### config.mk
export PLATFORM = sky130hd
export DESIGN_NAME = grid_raycast_column_flat
export DESIGN_NICKNAME = d
export VERILOG_FILES = /design/src/design/grc_pkg.sv /design/src/design/grc_ifs.sv /design/src/design/grid_raycast_column.sv /design/src/design/grc_cordic.sv /design/src/design/grc_div.sv /design/src/design/grc_ctrl.sv /design/src/design/grc_dp.sv /design/src/flat_wrapper.sv
export SDC_FILE = /design/constraint.sdc
export NUM_CORES = 2
export LEC_CHECK = 0
export BUFFER_PORTS_ARGS = -buffer_cell sky130_fd_sc_hd__buf_4
export CAP_MARGIN = 20
export CORE_UTILIZATION = 65
export DETAILED_ROUTE_END_ITERATION = 7
export PLACE_DENSITY = 0.82
export SLEW_MARGIN = 20
export SYNTH_ARGS = -nofsm -noshare
export SYNTH_HDL_FRONTEND = slang
export SYNTH_SLANG_ARGS = --single-unit
### constraint.sdc
create_clock -name clk -period 16.8 [get_ports clk]
set_input_delay 0.84 -clock clk [delete_from_list [all_inputs] [get_ports clk]]
set_output_delay 0.84 -clock clk [all_outputs]
set_load 0.02 [all_outputs]
### src/design/grc_pkg.sv
package grc_pkg;

  // default geometry
  localparam int MAP_WIDTH_D  = 8;
  localparam int MAP_HEIGHT_D = 8;
  localparam int CELL_SIZE_D  = 64;
  localparam int MAX_STEPS_D  = 8;

  // field widths
  localparam int MAP_BITS  = 64;
  localparam int VH_W      = 10;
  localparam int POS_W     = 17;
  localparam int ANG_W     = 16;
  localparam int CDIST_W   = 24;
  localparam int STOP_W    = 9;
  localparam int TRIG_W    = 32;
  localparam int CFG_IDX_W = 8;
  localparam int CFG_DAT_W = 64;

  // datapath widths
  localparam int LINE_W = 19;
  localparam int MULA_W = 20;
  localparam int PROD_W = 52;
  localparam int DIV_DW = 50;
  localparam int DIV_VW = 32;
  localparam int D2_W   = 51;
  localparam int CPOS_W = 52;
  localparam int SQ_W   = 36;
  localparam int DIST_W = 18;

  localparam logic [VH_W-1:0] VIEW_HEIGHT_RST = 10'd320;

  localparam logic [CFG_IDX_W-1:0] CFG_WALL_MAP    = 8'd0;
  localparam logic [CFG_IDX_W-1:0] CFG_VIEW_HEIGHT = 8'd1;

  localparam logic signed [TRIG_W-1:0] CORDIC_GAIN = 32'sd652032874;
  localparam logic signed [TRIG_W-1:0] ONE_Q30     = 32'sd1073741824;
  localparam int CORDIC_N = 15;

  // datapath commands
  localparam int OP_W = 5;
  localparam logic [OP_W-1:0] OP_NONE      = 5'd0;
  localparam logic [OP_W-1:0] OP_LOAD      = 5'd1;
  localparam logic [OP_W-1:0] OP_TRIG_RA   = 5'd2;
  localparam logic [OP_W-1:0] OP_TAKE_RA   = 5'd3;
  localparam logic [OP_W-1:0] OP_WALK_INIT = 5'd4;
  localparam logic [OP_W-1:0] OP_MUL_D1DC  = 5'd5;
  localparam logic [OP_W-1:0] OP_DIV_D2    = 5'd6;
  localparam logic [OP_W-1:0] OP_TAKE_D2   = 5'd7;
  localparam logic [OP_W-1:0] OP_ADVANCE   = 5'd8;
  localparam logic [OP_W-1:0] OP_HIT       = 5'd9;
  localparam logic [OP_W-1:0] OP_SQ1       = 5'd10;
  localparam logic [OP_W-1:0] OP_SQ2       = 5'd11;
  localparam logic [OP_W-1:0] OP_SQRT      = 5'd12;
  localparam logic [OP_W-1:0] OP_TAKE_DIST = 5'd13;
  localparam logic [OP_W-1:0] OP_TRIG_DIFF = 5'd14;
  localparam logic [OP_W-1:0] OP_CORR      = 5'd15;
  localparam logic [OP_W-1:0] OP_DIV_H     = 5'd16;
  localparam logic [OP_W-1:0] OP_H_FULL    = 5'd17;
  localparam logic [OP_W-1:0] OP_TAKE_H    = 5'd18;
  localparam logic [OP_W-1:0] OP_LOAD_OUT  = 5'd19;
  localparam logic [OP_W-1:0] OP_LOAD_MISS = 5'd20;

  typedef struct packed {
    logic [OP_W-1:0] op;
    logic            walk_sel;  // 0: horizontal lines, 1: vertical lines
  } grc_cmd_t;

  typedef struct packed {
    logic trig_done;
    logic div_done;
    logic sqrt_done;
    logic dir_zero;
    logic im_out;
    logic cell_out;
    logic wall;
    logic last_step;
    logic found_any;
    logic corr_zero;
    logic out_busy;
  } grc_sts_t;

  function automatic logic signed [17:0] cordic_arc(input logic [3:0] i);
    case (i)
      4'd0:    return 18'sd8192;
      4'd1:    return 18'sd4836;
      4'd2:    return 18'sd2555;
      4'd3:    return 18'sd1297;
      4'd4:    return 18'sd651;
      4'd5:    return 18'sd326;
      4'd6:    return 18'sd163;
      4'd7:    return 18'sd81;
      4'd8:    return 18'sd41;
      4'd9:    return 18'sd20;
      4'd10:   return 18'sd10;
      4'd11:   return 18'sd5;
      4'd12:   return 18'sd3;
      4'd13:   return 18'sd1;
      4'd14:   return 18'sd1;
      default: return 18'sd0;
    endcase
  endfunction

  // shift that truncates toward zero
  function automatic logic signed [TRIG_W-1:0] sra_tz(input logic signed [TRIG_W-1:0] v,
                                                      input logic [3:0] n);
    logic signed [TRIG_W-1:0] m;
    m = -v;
    if (v[TRIG_W-1]) return -(m >>> n);
    return v >>> n;
  endfunction

endpackage

### src/design/grc_ifs.sv
interface grc_req_if import grc_pkg::*; ();
  logic             valid;
  logic             ready;
  logic [POS_W-1:0] player_x;
  logic [POS_W-1:0] player_y;
  logic [ANG_W-1:0] player_heading;
  logic [ANG_W-1:0] ray_angle;
  modport source(output valid, player_x, player_y, player_heading, ray_angle, input ready);
  modport sink(input valid, player_x, player_y, player_heading, ray_angle, output ready);
endinterface

interface grc_rsp_if import grc_pkg::*; ();
  logic               valid;
  logic               ready;
  logic [POS_W-1:0]   hit_x;
  logic [POS_W-1:0]   hit_y;
  logic [CDIST_W-1:0] corrected_distance;
  logic               hit_vertical;
  logic               wall_found;
  logic [VH_W-1:0]    strip_height;
  logic [STOP_W-1:0]  strip_top;
  modport source(output valid, hit_x, hit_y, corrected_distance, hit_vertical, wall_found,
                 strip_height, strip_top, input ready);
  modport sink(input valid, hit_x, hit_y, corrected_distance, hit_vertical, wall_found,
               strip_height, strip_top, output ready);
endinterface

interface grc_cfg_if import grc_pkg::*; ();
  logic                 valid;
  logic                 ready;
  logic [CFG_IDX_W-1:0] index;
  logic [CFG_DAT_W-1:0] data;
  modport source(output valid, index, data, input ready);
  modport sink(input valid, index, data, output ready);
endinterface

### src/design/grid_raycast_column.sv
// Channel | Dir | Beat contents
// --------+-----+--------------------------------------------------------------
// cfg     | in  | index, data: 0 = wall_map (64 b), 1 = view_height (10 b)
// req     | in  | player_x, player_y, player_heading, ray_angle
// rsp     | out | hit_x, hit_y, corrected_distance, hit_vertical, wall_found,
//         |     | strip_height, strip_top
//
// One ray at a time. Each beat runs the ray-angle CORDIC, then per grid line
// tested a multiply plus a restoring divide for the crossing point, plus, per
// walk that hits, squares and an 18-step square root, then the fisheye CORDIC
// and strip divide. The shared divider takes most of each beat.
// Reset (rst, synchronous) clears the controller, unit flags and output
// valid; wall_map returns to 0 and view_height to 320.
// rsp is registered; a new req beat is taken while a finished beat waits on
// rsp, and the controller only stalls when it needs that register again.
module grid_raycast_column import grc_pkg::*; #(
  parameter int MAP_WIDTH  = MAP_WIDTH_D,
  parameter int MAP_HEIGHT = MAP_HEIGHT_D,
  parameter int CELL_SIZE  = CELL_SIZE_D,
  parameter int MAX_STEPS  = MAX_STEPS_D
) (
  input  logic      clk,
  input  logic      rst,
  grc_cfg_if.sink   cfg,
  grc_req_if.sink   req,
  grc_rsp_if.source rsp
);

  grc_cmd_t cmd;
  grc_sts_t sts;
  logic     req_ready;

  assign req.ready = req_ready;

  // sequencer: trig, horizontal walk, vertical walk, select, strip
  grc_ctrl u_ctrl (
    .clk       (clk),
    .rst       (rst),
    .req_valid (req.valid),
    .req_ready (req_ready),
    .sts       (sts),
    .cmd       (cmd)
  );

  // registers, CORDIC, divider, multiplier, square root, output register
  grc_dp #(
    .MAP_WIDTH  (MAP_WIDTH),
    .MAP_HEIGHT (MAP_HEIGHT),
    .CELL_SIZE  (CELL_SIZE),
    .MAX_STEPS  (MAX_STEPS)
  ) u_dp (
    .clk (clk),
    .rst (rst),
    .cmd (cmd),
    .sts (sts),
    .cfg (cfg),
    .req (req),
    .rsp (rsp)
  );

endmodule

### src/design/grc_cordic.sv
module grc_cordic import grc_pkg::*; (
  input  logic                     clk,
  input  logic                     rst,
  input  logic                     start,
  input  logic [ANG_W-1:0]         angle,
  output logic                     done,
  output logic signed [TRIG_W-1:0] co,
  output logic signed [TRIG_W-1:0] si
);

  logic signed [TRIG_W-1:0] x;
  logic signed [TRIG_W-1:0] y;
  logic signed [17:0]       z;
  logic [3:0]               it;
  logic                     busy;
  logic                     flip;

  assign co = flip ? -x : x;
  assign si = flip ? -y : y;

  always_ff @(posedge clk) begin
    if (rst) begin
      busy <= 1'b0;
      done <= 1'b0;
    end else begin
      done <= 1'b0;
      if (start) begin
        busy <= (angle[13:0] != 14'd0);
        done <= (angle[13:0] == 14'd0);
      end else if (busy && it == 4'(CORDIC_N - 1)) begin
        busy <= 1'b0;
        done <= 1'b1;
      end
    end
  end

  always_ff @(posedge clk) begin
    if (start) begin
      it <= 4'd0;
      if (angle[13:0] == 14'd0) begin
        // exact axis: no rotation needed
        flip <= 1'b0;
        z    <= 18'sd0;
        x    <= (angle[15:14] == 2'd0) ? ONE_Q30 : (angle[15:14] == 2'd2) ? -ONE_Q30 : '0;
        y    <= (angle[15:14] == 2'd1) ? ONE_Q30 : (angle[15:14] == 2'd3) ? -ONE_Q30 : '0;
      end else begin
        x <= CORDIC_GAIN;
        y <= '0;
        if (angle > 16'd16384 && angle < 16'd49152) begin
          z    <= $signed({2'b00, angle}) - 18'sd32768;
          flip <= 1'b1;
        end else if (angle >= 16'd49152) begin
          z    <= $signed({2'b00, angle}) - 18'sd65536;
          flip <= 1'b0;
        end else begin
          z    <= $signed({2'b00, angle});
          flip <= 1'b0;
        end
      end
    end else if (busy) begin
      it <= it + 4'd1;
      if (!z[17]) begin
        x <= x - sra_tz(y, it);
        y <= y + sra_tz(x, it);
        z <= z - cordic_arc(it);
      end else begin
        x <= x + sra_tz(y, it);
        y <= y - sra_tz(x, it);
        z <= z + cordic_arc(it);
      end
    end
  end

endmodule

### src/design/grc_div.sv
module grc_div import grc_pkg::*; #(
  parameter int DW = DIV_DW,
  parameter int VW = DIV_VW
) (
  input  logic          clk,
  input  logic          rst,
  input  logic          start,
  input  logic [DW-1:0] dividend,
  input  logic [VW-1:0] divisor,
  output logic          done,
  output logic [DW-1:0] quotient
);

  localparam int CNT_W = $clog2(DW + 1);

  logic [VW-1:0]    rem;
  logic [VW-1:0]    dvs;
  logic [CNT_W-1:0] cnt;
  logic             busy;
  logic [VW:0]      rs;

  // restoring, one quotient bit per cycle
  assign rs = {rem, quotient[DW-1]};

  always_ff @(posedge clk) begin
    if (rst) begin
      busy <= 1'b0;
      done <= 1'b0;
    end else begin
      done <= 1'b0;
      if (start) begin
        busy <= 1'b1;
      end else if (busy && cnt == CNT_W'(1)) begin
        busy <= 1'b0;
        done <= 1'b1;
      end
    end
  end

  always_ff @(posedge clk) begin
    if (start) begin
      rem      <= '0;
      dvs      <= divisor;
      quotient <= dividend;
      cnt      <= CNT_W'(DW);
    end else if (busy) begin
      cnt <= cnt - CNT_W'(1);
      if (rs >= {1'b0, dvs}) begin
        rem      <= VW'(rs - {1'b0, dvs});
        quotient <= {quotient[DW-2:0], 1'b1};
      end else begin
        rem      <= rs[VW-1:0];
        quotient <= {quotient[DW-2:0], 1'b0};
      end
    end
  end

endmodule

### src/design/grc_ctrl.sv
module grc_ctrl import grc_pkg::*; (
  input  logic     clk,
  input  logic     rst,
  input  logic     req_valid,
  output logic     req_ready,
  input  grc_sts_t sts,
  output grc_cmd_t cmd
);

  localparam logic [4:0] S_IDLE    = 5'd0;
  localparam logic [4:0] S_TRIG1   = 5'd1;
  localparam logic [4:0] S_TRIG1_W = 5'd2;
  localparam logic [4:0] S_WINIT   = 5'd3;
  localparam logic [4:0] S_STEP    = 5'd4;
  localparam logic [4:0] S_DIV     = 5'd5;
  localparam logic [4:0] S_DIV_W   = 5'd6;
  localparam logic [4:0] S_CHECK   = 5'd7;
  localparam logic [4:0] S_SQ1     = 5'd8;
  localparam logic [4:0] S_SQ2     = 5'd9;
  localparam logic [4:0] S_SQRT    = 5'd10;
  localparam logic [4:0] S_SQRT_W  = 5'd11;
  localparam logic [4:0] S_WEND    = 5'd12;
  localparam logic [4:0] S_SELECT  = 5'd13;
  localparam logic [4:0] S_TRIG2_W = 5'd14;
  localparam logic [4:0] S_STRIP   = 5'd15;
  localparam logic [4:0] S_HDIV_W  = 5'd16;
  localparam logic [4:0] S_FIN     = 5'd17;

  logic [4:0] state;
  logic [4:0] state_next;
  logic       walk_sel;
  logic       walk_sel_next;

  assign req_ready    = (state == S_IDLE);
  assign cmd.walk_sel = walk_sel;

  always_comb begin
    state_next    = state;
    walk_sel_next = walk_sel;
    cmd.op        = OP_NONE;
    unique case (state)
      S_IDLE: begin
        if (req_valid) begin
          cmd.op        = OP_LOAD;
          walk_sel_next = 1'b0;
          state_next    = S_TRIG1;
        end
      end
      S_TRIG1: begin
        cmd.op     = OP_TRIG_RA;
        state_next = S_TRIG1_W;
      end
      S_TRIG1_W: begin
        if (sts.trig_done) begin
          cmd.op     = OP_TAKE_RA;
          state_next = S_WINIT;
        end
      end
      S_WINIT: begin
        if (sts.dir_zero) begin
          state_next = S_WEND;
        end else begin
          cmd.op     = OP_WALK_INIT;
          state_next = S_STEP;
        end
      end
      S_STEP: begin
        if (sts.im_out) begin
          state_next = S_WEND;
        end else begin
          cmd.op     = OP_MUL_D1DC;
          state_next = S_DIV;
        end
      end
      S_DIV: begin
        cmd.op     = OP_DIV_D2;
        state_next = S_DIV_W;
      end
      S_DIV_W: begin
        if (sts.div_done) begin
          cmd.op     = OP_TAKE_D2;
          state_next = S_CHECK;
        end
      end
      S_CHECK: begin
        if (sts.cell_out) begin
          state_next = S_WEND;
        end else if (sts.wall) begin
          cmd.op     = OP_HIT;
          state_next = S_SQ1;
        end else begin
          cmd.op     = OP_ADVANCE;
          state_next = sts.last_step ? S_WEND : S_STEP;
        end
      end
      S_SQ1: begin
        cmd.op     = OP_SQ1;
        state_next = S_SQ2;
      end
      S_SQ2: begin
        cmd.op     = OP_SQ2;
        state_next = S_SQRT;
      end
      S_SQRT: begin
        cmd.op     = OP_SQRT;
        state_next = S_SQRT_W;
      end
      S_SQRT_W: begin
        if (sts.sqrt_done) begin
          cmd.op     = OP_TAKE_DIST;
          state_next = S_WEND;
        end
      end
      S_WEND: begin
        if (!walk_sel) begin
          walk_sel_next = 1'b1;
          state_next    = S_WINIT;
        end else begin
          state_next = S_SELECT;
        end
      end
      S_SELECT: begin
        if (sts.found_any) begin
          cmd.op     = OP_TRIG_DIFF;
          state_next = S_TRIG2_W;
        end else if (!sts.out_busy) begin
          cmd.op     = OP_LOAD_MISS;
          state_next = S_IDLE;
        end
      end
      S_TRIG2_W: begin
        if (sts.trig_done) begin
          cmd.op     = OP_CORR;
          state_next = S_STRIP;
        end
      end
      S_STRIP: begin
        if (sts.corr_zero) begin
          cmd.op     = OP_H_FULL;
          state_next = S_FIN;
        end else begin
          cmd.op     = OP_DIV_H;
          state_next = S_HDIV_W;
        end
      end
      S_HDIV_W: begin
        if (sts.div_done) begin
          cmd.op     = OP_TAKE_H;
          state_next = S_FIN;
        end
      end
      S_FIN: begin
        if (!sts.out_busy) begin
          cmd.op     = OP_LOAD_OUT;
          state_next = S_IDLE;
        end
      end
      default: begin
        state_next = S_IDLE;
      end
    endcase
  end

  always_ff @(posedge clk) begin
    if (rst) begin
      state    <= S_IDLE;
      walk_sel <= 1'b0;
    end else begin
      state    <= state_next;
      walk_sel <= walk_sel_next;
    end
  end

endmodule

### src/design/grc_dp.sv
module grc_dp import grc_pkg::*; #(
  parameter int MAP_WIDTH  = MAP_WIDTH_D,
  parameter int MAP_HEIGHT = MAP_HEIGHT_D,
  parameter int CELL_SIZE  = CELL_SIZE_D,
  parameter int MAX_STEPS  = MAX_STEPS_D
) (
  input  logic     clk,
  input  logic     rst,
  input  grc_cmd_t cmd,
  output grc_sts_t sts,
  grc_cfg_if.sink   cfg,
  grc_req_if.sink   req,
  grc_rsp_if.source rsp
);

  localparam int CELL_Q = CELL_SIZE * 256;
  localparam int K_W    = $clog2(MAX_STEPS + 1);

  // registers
  logic [MAP_BITS-1:0]      wall_map;
  logic [VH_W-1:0]          view_height;
  logic [POS_W-1:0]         px;
  logic [POS_W-1:0]         py;
  logic [ANG_W-1:0]         head;
  logic [ANG_W-1:0]         ra;
  logic signed [TRIG_W-1:0] c;
  logic signed [TRIG_W-1:0] s;
  logic signed [LINE_W-1:0] line;
  logic signed [6:0]        im;
  logic [K_W-1:0]           k;
  logic signed [PROD_W-1:0] prod;
  logic [SQ_W-1:0]          acc;
  logic signed [D2_W-1:0]   d2;
  logic                     q_neg;
  logic                     fh;
  logic                     fv;
  logic [POS_W-1:0]         hx;
  logic [POS_W-1:0]         hy;
  logic [POS_W-1:0]         vx;
  logic [POS_W-1:0]         vy;
  logic [DIST_W-1:0]        dh;
  logic [DIST_W-1:0]        dv;
  logic                     cd_pos;
  logic [CDIST_W-1:0]       corr;
  logic [VH_W-1:0]          h;
  logic                     out_valid;
  logic [SQ_W-1:0]          sq_v;
  logic [SQ_W-1:0]          sq_r;
  logic [SQ_W-1:0]          sq_b;
  logic                     sq_busy;
  logic                     sq_done;

  // combinational
  logic                     sdir_pos, sdir_neg, cdir_pos, cdir_neg;
  logic                     dir_pos, dir_neg;
  logic [POS_W-1:0]         pm, pc;
  logic signed [TRIG_W-1:0] dm, dc;
  logic [3:0]               nm, nc;
  logic signed [LINE_W-1:0] d1;
  logic [5:0]               q0;
  logic signed [CPOS_W-1:0] cpos;
  logic [2:0]               ic;
  logic [2:0]               imc;
  logic [5:0]               idx;
  logic signed [MULA_W-1:0] mul_a;
  logic signed [TRIG_W-1:0] mul_b;
  logic                     mul_en;
  logic [DIV_DW-1:0]        div_a;
  logic [DIV_VW-1:0]        div_b;
  logic [DIV_DW-1:0]        div_q;
  logic                     div_done;
  logic [DIV_DW-1:0]        prod_mag;
  logic [DIV_VW-1:0]        dm_mag;
  logic                     trig_start;
  logic [ANG_W-1:0]         trig_ang;
  logic                     trig_done;
  logic signed [TRIG_W-1:0] t_co, t_si;
  logic signed [TRIG_W-1:0] c_f, s_f;
  logic                     vert;
  logic [DIST_W-1:0]        near_dist;
  logic [CDIST_W-1:0]       corr_c;
  logic [SQ_W-1:0]          sq_sum;

  // ray direction signs from the angle's quadrant
  assign sdir_pos = (ra != '0) && !ra[ANG_W-1];
  assign sdir_neg = ra > 16'd32768;
  assign cdir_pos = (ra < 16'd16384) || (ra > 16'd49152);
  assign cdir_neg = (ra > 16'd16384) && (ra < 16'd49152);

  // walk operand selection
  assign dir_pos = cmd.walk_sel ? cdir_pos : sdir_pos;
  assign dir_neg = cmd.walk_sel ? cdir_neg : sdir_neg;
  assign pm      = cmd.walk_sel ? px : py;
  assign pc      = cmd.walk_sel ? py : px;
  assign dm      = cmd.walk_sel ? c : s;
  assign dc      = cmd.walk_sel ? s : c;
  assign nm      = cmd.walk_sel ? 4'(MAP_WIDTH) : 4'(MAP_HEIGHT);
  assign nc      = cmd.walk_sel ? 4'(MAP_HEIGHT) : 4'(MAP_WIDTH);

  assign d1   = line - $signed({2'b00, pm});
  assign cpos = $signed({{(CPOS_W-POS_W){1'b0}}, pc}) + CPOS_W'(d2);
  assign imc  = im[2:0];

  always_comb begin
    q0 = '0;
    for (int j = 1; j < 32; j++) begin
      if (32'(pm) >= 32'(j * CELL_Q)) q0 = 6'(j);
    end
    ic = '0;
    for (int j = 1; j < 8; j++) begin
      if (cpos[POS_W-1:0] >= 17'(j * CELL_Q)) ic = 3'(j);
    end
  end

  assign idx = cmd.walk_sel ? 6'(ic * MAP_WIDTH + imc) : 6'(imc * MAP_WIDTH + ic);

  // nearer hit, ties to horizontal
  assign vert      = fv && (!fh || dv < dh);
  assign near_dist = vert ? dv : dh;

  assign corr_c = cd_pos ? CDIST_W'(prod[PROD_W-1:30]) : '0;

  // shared multiplier
  always_comb begin
    mul_en = 1'b1;
    mul_a  = '0;
    mul_b  = '0;
    case (cmd.op)
      OP_MUL_D1DC: begin
        mul_a = MULA_W'(d1);
        mul_b = dc;
      end
      OP_SQ1: begin
        mul_a = MULA_W'(d1);
        mul_b = TRIG_W'(d1);
      end
      OP_SQ2: begin
        mul_a = $signed(d2[MULA_W-1:0]);
        mul_b = TRIG_W'($signed(d2[MULA_W-1:0]));
      end
      OP_CORR: begin
        mul_a = $signed({2'b00, near_dist});
        mul_b = t_co;
      end
      default: mul_en = 1'b0;
    endcase
  end

  always_ff @(posedge clk) begin
    if (mul_en) prod <= mul_a * mul_b;
  end

  // divider operands
  assign prod_mag = prod[PROD_W-1] ? DIV_DW'(-prod) : DIV_DW'(prod);
  assign dm_mag   = dm[TRIG_W-1] ? DIV_VW'(-dm) : DIV_VW'(dm);
  assign div_a    = (cmd.op == OP_DIV_H) ? DIV_DW'(CELL_Q * view_height) : prod_mag;
  assign div_b    = (cmd.op == OP_DIV_H) ? DIV_VW'(corr_c) : dm_mag;

  grc_div #(.DW(DIV_DW), .VW(DIV_VW)) u_div (
    .clk      (clk),
    .rst      (rst),
    .start    (cmd.op == OP_DIV_D2 || cmd.op == OP_DIV_H),
    .dividend (div_a),
    .divisor  (div_b),
    .done     (div_done),
    .quotient (div_q)
  );

  assign trig_start = (cmd.op == OP_TRIG_RA) || (cmd.op == OP_TRIG_DIFF);
  assign trig_ang   = (cmd.op == OP_TRIG_DIFF) ? head - ra : ra;

  grc_cordic u_cordic (
    .clk   (clk),
    .rst   (rst),
    .start (trig_start),
    .angle (trig_ang),
    .done  (trig_done),
    .co    (t_co),
    .si    (t_si)
  );

  // near-axis components forced to a unit of the true sign
  always_comb begin
    s_f = t_si;
    c_f = t_co;
    if (sdir_pos && t_si < 32'sd1) s_f = 32'sd1;
    if (sdir_neg && t_si > -32'sd1) s_f = -32'sd1;
    if (cdir_pos && t_co < 32'sd1) c_f = 32'sd1;
    if (cdir_neg && t_co > -32'sd1) c_f = -32'sd1;
  end

  // integer square root, two bits of radicand per cycle
  assign sq_sum = acc + prod[SQ_W-1:0];

  always_ff @(posedge clk) begin
    if (rst) begin
      sq_busy <= 1'b0;
      sq_done <= 1'b0;
    end else begin
      sq_done <= 1'b0;
      if (cmd.op == OP_SQRT) begin
        sq_busy <= 1'b1;
      end else if (sq_busy && sq_b[0]) begin
        sq_busy <= 1'b0;
        sq_done <= 1'b1;
      end
    end
  end

  always_ff @(posedge clk) begin
    if (cmd.op == OP_SQRT) begin
      sq_v <= sq_sum;
      sq_r <= '0;
      sq_b <= SQ_W'(1) << (SQ_W - 2);
    end else if (sq_busy) begin
      sq_b <= sq_b >> 2;
      if (sq_v >= sq_r + sq_b) begin
        sq_v <= sq_v - (sq_r + sq_b);
        sq_r <= (sq_r >> 1) + sq_b;
      end else begin
        sq_r <= sq_r >> 1;
      end
    end
  end

  // configuration
  assign cfg.ready = 1'b1;

  always_ff @(posedge clk) begin
    if (rst) begin
      wall_map    <= '0;
      view_height <= VIEW_HEIGHT_RST;
    end else if (cfg.valid) begin
      if (cfg.index == CFG_WALL_MAP) wall_map <= cfg.data;
      if (cfg.index == CFG_VIEW_HEIGHT) view_height <= cfg.data[VH_W-1:0];
    end
  end

  // walk and result datapath
  always_ff @(posedge clk) begin
    case (cmd.op)
      OP_LOAD: begin
        px   <= req.player_x;
        py   <= req.player_y;
        head <= req.player_heading;
        ra   <= req.ray_angle;
        fh   <= 1'b0;
        fv   <= 1'b0;
      end
      OP_TAKE_RA: begin
        c <= c_f;
        s <= s_f;
      end
      OP_WALK_INIT: begin
        k    <= '0;
        line <= LINE_W'((32'(q0) + 32'(dir_pos)) * CELL_Q);
        im   <= $signed({1'b0, q0}) + 7'(dir_pos) - 7'(dir_neg);
      end
      OP_DIV_D2: q_neg <= prod[PROD_W-1] ^ dm[TRIG_W-1];
      OP_TAKE_D2: begin
        d2 <= q_neg ? -$signed({1'b0, div_q}) : $signed({1'b0, div_q});
      end
      OP_ADVANCE: begin
        k <= k + K_W'(1);
        if (dir_pos) begin
          line <= line + LINE_W'(CELL_Q);
          im   <= im + 7'sd1;
        end else begin
          line <= line - LINE_W'(CELL_Q);
          im   <= im - 7'sd1;
        end
      end
      OP_HIT: begin
        if (cmd.walk_sel) begin
          fv <= 1'b1;
          vx <= line[POS_W-1:0];
          vy <= cpos[POS_W-1:0];
        end else begin
          fh <= 1'b1;
          hy <= line[POS_W-1:0];
          hx <= cpos[POS_W-1:0];
        end
      end
      OP_SQ2: acc <= prod[SQ_W-1:0];
      OP_TAKE_DIST: begin
        if (cmd.walk_sel) dv <= sq_r[DIST_W-1:0];
        else dh <= sq_r[DIST_W-1:0];
      end
      OP_CORR: cd_pos <= (t_co > 32'sd0);
      OP_DIV_H: corr <= corr_c;
      OP_H_FULL: begin
        corr <= corr_c;
        h    <= view_height;
      end
      OP_TAKE_H: begin
        h <= (div_q > DIV_DW'(view_height)) ? view_height : div_q[VH_W-1:0];
      end
      default: begin
      end
    endcase
  end

  // output register
  always_ff @(posedge clk) begin
    if (rst) begin
      out_valid <= 1'b0;
    end else if (cmd.op == OP_LOAD_OUT || cmd.op == OP_LOAD_MISS) begin
      out_valid <= 1'b1;
    end else if (rsp.ready) begin
      out_valid <= 1'b0;
    end
  end

  always_ff @(posedge clk) begin
    if (cmd.op == OP_LOAD_OUT) begin
      rsp.hit_x              <= vert ? vx : hx;
      rsp.hit_y              <= vert ? vy : hy;
      rsp.corrected_distance <= corr;
      rsp.hit_vertical       <= vert;
      rsp.wall_found         <= 1'b1;
      rsp.strip_height       <= h;
      rsp.strip_top          <= view_height[VH_W-1:1] - h[VH_W-1:1];
    end else if (cmd.op == OP_LOAD_MISS) begin
      rsp.hit_x              <= '0;
      rsp.hit_y              <= '0;
      rsp.corrected_distance <= '0;
      rsp.hit_vertical       <= 1'b0;
      rsp.wall_found         <= 1'b0;
      rsp.strip_height       <= '0;
      rsp.strip_top          <= view_height[VH_W-1:1];
    end
  end

  assign rsp.valid = out_valid;

  // status
  assign sts.trig_done = trig_done;
  assign sts.div_done  = div_done;
  assign sts.sqrt_done = sq_done;
  assign sts.dir_zero  = !dir_pos && !dir_neg;
  assign sts.im_out    = im[6] || (im >= $signed({3'b000, nm}));
  assign sts.cell_out  = cpos[CPOS_W-1] || (cpos >= CPOS_W'(nc * CELL_Q));
  assign sts.wall      = wall_map[idx];
  assign sts.last_step = (k == K_W'(MAX_STEPS - 1));
  assign sts.found_any = fh || fv;
  assign sts.corr_zero = (corr_c == '0);
  assign sts.out_busy  = out_valid && !rsp.ready;

`ifndef SYNTHESIS
  a_step_bound: assert property (@(posedge clk) disable iff (rst)
    (cmd.op == OP_ADVANCE) |-> (k < K_W'(MAX_STEPS)))
    else $error("grid step count past limit");

  a_hit_needs_walk: assert property (@(posedge clk) disable iff (rst)
    (cmd.op == OP_LOAD_OUT) |-> (fh || fv))
    else $error("hit result loaded with no walk hit");

  a_miss_fields: assert property (@(posedge clk) disable iff (rst)
    (cmd.op == OP_LOAD_MISS) |=> (!rsp.wall_found && rsp.strip_height == '0))
    else $error("miss result carries hit data");

  a_strip_clamp: assert property (@(posedge clk) disable iff (rst)
    (cmd.op == OP_LOAD_OUT) |=> (rsp.strip_height <= view_height))
    else $error("strip height above view height");
`endif

endmodule
### src/flat_wrapper.sv
// flat-port wrapper written by rule: the top's interface ports become plain ports
module grid_raycast_column_flat import grc_pkg::*;
#(
  parameter int MAP_WIDTH  = MAP_WIDTH_D,
  parameter int MAP_HEIGHT = MAP_HEIGHT_D,
  parameter int CELL_SIZE  = CELL_SIZE_D,
  parameter int MAX_STEPS  = MAX_STEPS_D
)
  (clk, rst, cfg_valid, cfg_index, cfg_data, cfg_ready, req_valid, req_player_x, req_player_y, req_player_heading, req_ray_angle, req_ready, rsp_valid, rsp_hit_x, rsp_hit_y, rsp_corrected_distance, rsp_hit_vertical, rsp_wall_found, rsp_strip_height, rsp_strip_top, rsp_ready);
  grc_cfg_if cfg_i ();
  grc_req_if req_i ();
  grc_rsp_if rsp_i ();
  input  logic clk;
  input  logic rst;
  input wire logic [$bits(cfg_i.valid)-1:0] cfg_valid;
  input wire logic [$bits(cfg_i.index)-1:0] cfg_index;
  input wire logic [$bits(cfg_i.data)-1:0] cfg_data;
  output wire logic [$bits(cfg_i.ready)-1:0] cfg_ready;
  input wire logic [$bits(req_i.valid)-1:0] req_valid;
  input wire logic [$bits(req_i.player_x)-1:0] req_player_x;
  input wire logic [$bits(req_i.player_y)-1:0] req_player_y;
  input wire logic [$bits(req_i.player_heading)-1:0] req_player_heading;
  input wire logic [$bits(req_i.ray_angle)-1:0] req_ray_angle;
  output wire logic [$bits(req_i.ready)-1:0] req_ready;
  output wire logic [$bits(rsp_i.valid)-1:0] rsp_valid;
  output wire logic [$bits(rsp_i.hit_x)-1:0] rsp_hit_x;
  output wire logic [$bits(rsp_i.hit_y)-1:0] rsp_hit_y;
  output wire logic [$bits(rsp_i.corrected_distance)-1:0] rsp_corrected_distance;
  output wire logic [$bits(rsp_i.hit_vertical)-1:0] rsp_hit_vertical;
  output wire logic [$bits(rsp_i.wall_found)-1:0] rsp_wall_found;
  output wire logic [$bits(rsp_i.strip_height)-1:0] rsp_strip_height;
  output wire logic [$bits(rsp_i.strip_top)-1:0] rsp_strip_top;
  input wire logic [$bits(rsp_i.ready)-1:0] rsp_ready;
  assign cfg_i.valid = cfg_valid;
  assign cfg_i.index = cfg_index;
  assign cfg_i.data = cfg_data;
  assign cfg_ready = cfg_i.ready;
  assign req_i.valid = req_valid;
  assign req_i.player_x = req_player_x;
  assign req_i.player_y = req_player_y;
  assign req_i.player_heading = req_player_heading;
  assign req_i.ray_angle = req_ray_angle;
  assign req_ready = req_i.ready;
  assign rsp_valid = rsp_i.valid;
  assign rsp_hit_x = rsp_i.hit_x;
  assign rsp_hit_y = rsp_i.hit_y;
  assign rsp_corrected_distance = rsp_i.corrected_distance;
  assign rsp_hit_vertical = rsp_i.hit_vertical;
  assign rsp_wall_found = rsp_i.wall_found;
  assign rsp_strip_height = rsp_i.strip_height;
  assign rsp_strip_top = rsp_i.strip_top;
  assign rsp_i.ready = rsp_ready;
  grid_raycast_column #(.MAP_WIDTH(MAP_WIDTH), .MAP_HEIGHT(MAP_HEIGHT), .CELL_SIZE(CELL_SIZE), .MAX_STEPS(MAX_STEPS)) u_core (.clk(clk), .rst(rst), .cfg(cfg_i), .req(req_i), .rsp(rsp_i));
endmodule
==> impl_metrics.tcl <==
set metrics [dict create \
    slew-limit-headroom 0.184 \
    period_needed_ps 12880 \
    dp_cells 11700 \
    cts_tree "done" \
    place_ws_ps 4240 \
    gp_congestion 1.05 \
    post_drt_wl_per_cell_um 26.5 \
    postCtsSetupBuffers 0 \
    fin_total_pwr_mw 16.4 \
    core-area_um2 134000 \
    ctsHoldBuffers 0 \
    ant_nets 0 \
    vias 79600 \
    rsz0062_at_grt "false" \
    avgViaCountPerCell 6.71 \
    syn_to_final_growth_pct 7.34 \
    rows 134 \
    crit_buf_inv 5 \
    htreeDepth 3 \
    ys.flop_type "edfxtp_1" \
    initial_core_util 0.658 \
    violations "DRC" \
    worstSetupPathType "flop to flop" \
    grt_pass1_wl_um 467000 \
    crit_fanout 24 \
    synth_edf_count 674 \
    max_freq_mhz 77.7 \
    yosys.area.top_type "edfxtp_1" \
    synth_area_leaders "edfxtp_1 (23%), fa_1 (15%), ha_1 (6.5%)" \
    fin_tns_setup_ps 0 \
    grt_antenna_before_repair 21 \
    drc 1 \
    cts_made_buffers 96 \
    arrival_ps 13340 \
    worstMarginPinSlew_ps 1220 \
    setup_ws_ps 3920 \
    cap_viol_max_count 0 \
    hp-class "input pin to flop" \
    synth_cell_types 111 \
    ir_drop_uv 391 \
    setup_violations 0 \
    final-hold-violation-count 0 \
    nFillCells 10200 \
    grt_use_total 0.450 \
    clk_pin_slew_ps 60 \
    netlist.area_leader.share 0.229 \
    ys_ff_latch 872 \
    drt-pass1-iter-count 8 \
    syn-instance-count 10100 \
    instances_no_fill 11900 \
    maxSlewViolCount 0 \
    cp.required_ps 17270 \
    clock-sinks 872 \
    critPathTopFamily "compound AO/OA/AOI/OAI gates" \
    cts_resized 0 \
    grt_pass1_vias 77000 \
    cp_common_cell "a21o_1" \
    clkLatencyLatePin_ps 780 \
    grt.overflow.total 0 \
    portBuffers 221 \
    cp-start-kind "flop" \
    leakagePower_nw 39.3 \
    die-width_um 371 \
    endpoint_kind "flop" \
    ys_seq_area_frac 0.274 \
    cts.path.max_buffers 3 \
    multiInputGateArea_um2 58400 \
    ys_async_sr_fraction 0 \
    dieArea_um2 137000 \
    drtIter0Drc 10200 \
    mostFrequentLayoutCells "nand2_1 (1102), inv_1 (1020), nor2_1 (947)" \
    fin_nets 11300 \
    min_period_over_period 0.766 \
    synth_area_um2 88300 \
    syn_avg_cell_area_um2 8.77 \
    status "finished with violations" \
    fin_skew_ps 71.9 \
    yosys_warnings 0 \
    wirelength_um 314000 \
    n_antenna_cell 0 \
    max_stage_delay_ps 710 \
    grt_max_degree 105 \
    final_common_cell "nand2_1" \
    layout-drive-gt1-share 0.0832 \
    regArea_um2 24200 \
    cpMaxStageDelayCell "o221a_2" \
    fp.dieH_um 371 \
    ios 225 \
    power_density_nw_per_um2 173 \
    cts_root_buf "clkbuf_16" \
    hpwlAfterDp_um 242000 \
]
[power breakdown]
| group | leakage (nW) | total (mW) | switching [mW] | internal (mW) |
|---|---|---|---|---|
| clock network | 1.53 | 2.16 | 0.967 | 1.20 |
| logic | 29.8 | 10.5 | 6.65 | 3.87 |
| registers | 7.97 | 3.67 | 0.663 | 3.01 |
| total | 39.3 | 16.4 | 8.28 | 8.08 |
[metal layers]
metal,share of wire,GRT usage,vias to the layer above
met5,0.00043,0,-
met4,0.078,0.291,18
met3,0.12,0.120,1166
met2,0.43,0.671,5121
met1,0.37,0.579,38400
li1,-,-,34900
[final cells by class]
type	instances	share of cell area
clock buffer	122	0.0272
sequential	872	0.256
tap	1768	0.0233
timing repair buffer	380	0.0303
inverter	1029	0.0408
clock inverter	58	0.00652
multi-input combinational	7637	0.616
[registers in the layout (all words and copies together), names as in the netlist, 18 cells and up, named ones only]
name,count
u_core.u_dp.u_div.rem,32
u_core.u_dp.c,32
u_core.u_dp.sq_v,36
u_core.u_dp.dv,18
u_core.u_dp.dh,18
u_core.u_dp.u_cordic.x,32
u_core.u_dp.u_div.quotient,50
u_core.u_dp.sq_b,18
u_core.u_dp.corr,22
u_core.u_dp.s,32
u_core.u_dp.rsp.corrected_distance,22
u_core.u_dp.wall_map,64
u_core.u_dp.prod,52
u_core.u_dp.sq_r,36
u_core.u_dp.d2,51
u_core.u_dp.u_cordic.y,32
u_core.u_dp.u_div.dvs,32
u_core.u_dp.u_cordic.z,18
u_core.u_dp.acc,36
[cell usage after synthesis, drive strengths merged, types with 16 or more instances]
| library cell | number |
|---|---|
| mux2i | 247 |
| or3 | 67 |
| inv | 1025 |
| nand2b | 86 |
| xor2 | 256 |
| o21a | 69 |
| and2 | 163 |
| buf | 119 |
| a21oi | 559 |
| o21bai | 71 |
| o311ai | 16 |
| o22ai | 45 |
| clkbuf | 416 |
| or2 | 70 |
| a21o | 108 |
| nand3 | 164 |
| o211ai | 50 |
| nor4 | 89 |
| dfxtp | 198 |
| or4 | 53 |
| ha | 459 |
| nor3 | 243 |
| o31ai | 85 |
| a31oi | 126 |
| a211o | 28 |
| a21boi | 28 |
| nand2 | 1102 |
| o21ai | 560 |
| xnor2 | 372 |
| a31o | 36 |
| nand4 | 86 |
| a211oi | 136 |
| mux4 | 26 |
| o211a | 19 |
| mux2 | 62 |
| nor2 | 952 |
| o221ai | 36 |
| o41ai | 25 |
| a311oi | 19 |
| fa | 648 |
| and3 | 80 |
| o221a | 19 |
| nor2b | 87 |
| o31a | 30 |
| edfxtp | 674 |
[final timing paths]
check                           startpoint                       end  slack, ps  cells past startpoint
setup / recovery         u_core.u_dp.dv[1]      u_core.u_dp.prod[47]       3920                     46
hold reg to reg   u_core.u_dp.wall_map[17]  u_core.u_dp.wall_map[17]        450                      2
hold / removal            req_player_x[10]        u_core.u_dp.px[10]        240                      1
setup reg to reg         u_core.u_dp.dv[1]      u_core.u_dp.prod[47]       3920                     46
[kinds of logic after synthesis]
group	Yosys count	share of synthesized area
adder cells (fa/ha/maj)	1107	0.212
AO/OA/AOI/OAI	2240	0.164
other	2	0.0000851
multiplexers	335	0.0425
XOR/XNOR	628	0.0623
buffers and inverters	1564	0.0676
AND/OR/NAND/NOR	3324	0.177
flip-flops	872	0.274
[through the flow]
stage	instance area [µm²]	util	hold WS, ps
CTS	94800	0.706	212
global placement	91500	0.682	442
global route	94800	0.707	232
detailed placement	91600	0.683	447
finish	94800	0.707	242
floorplan	88300	-	432
No activity file was read; power rests on OpenSTA's default activity.
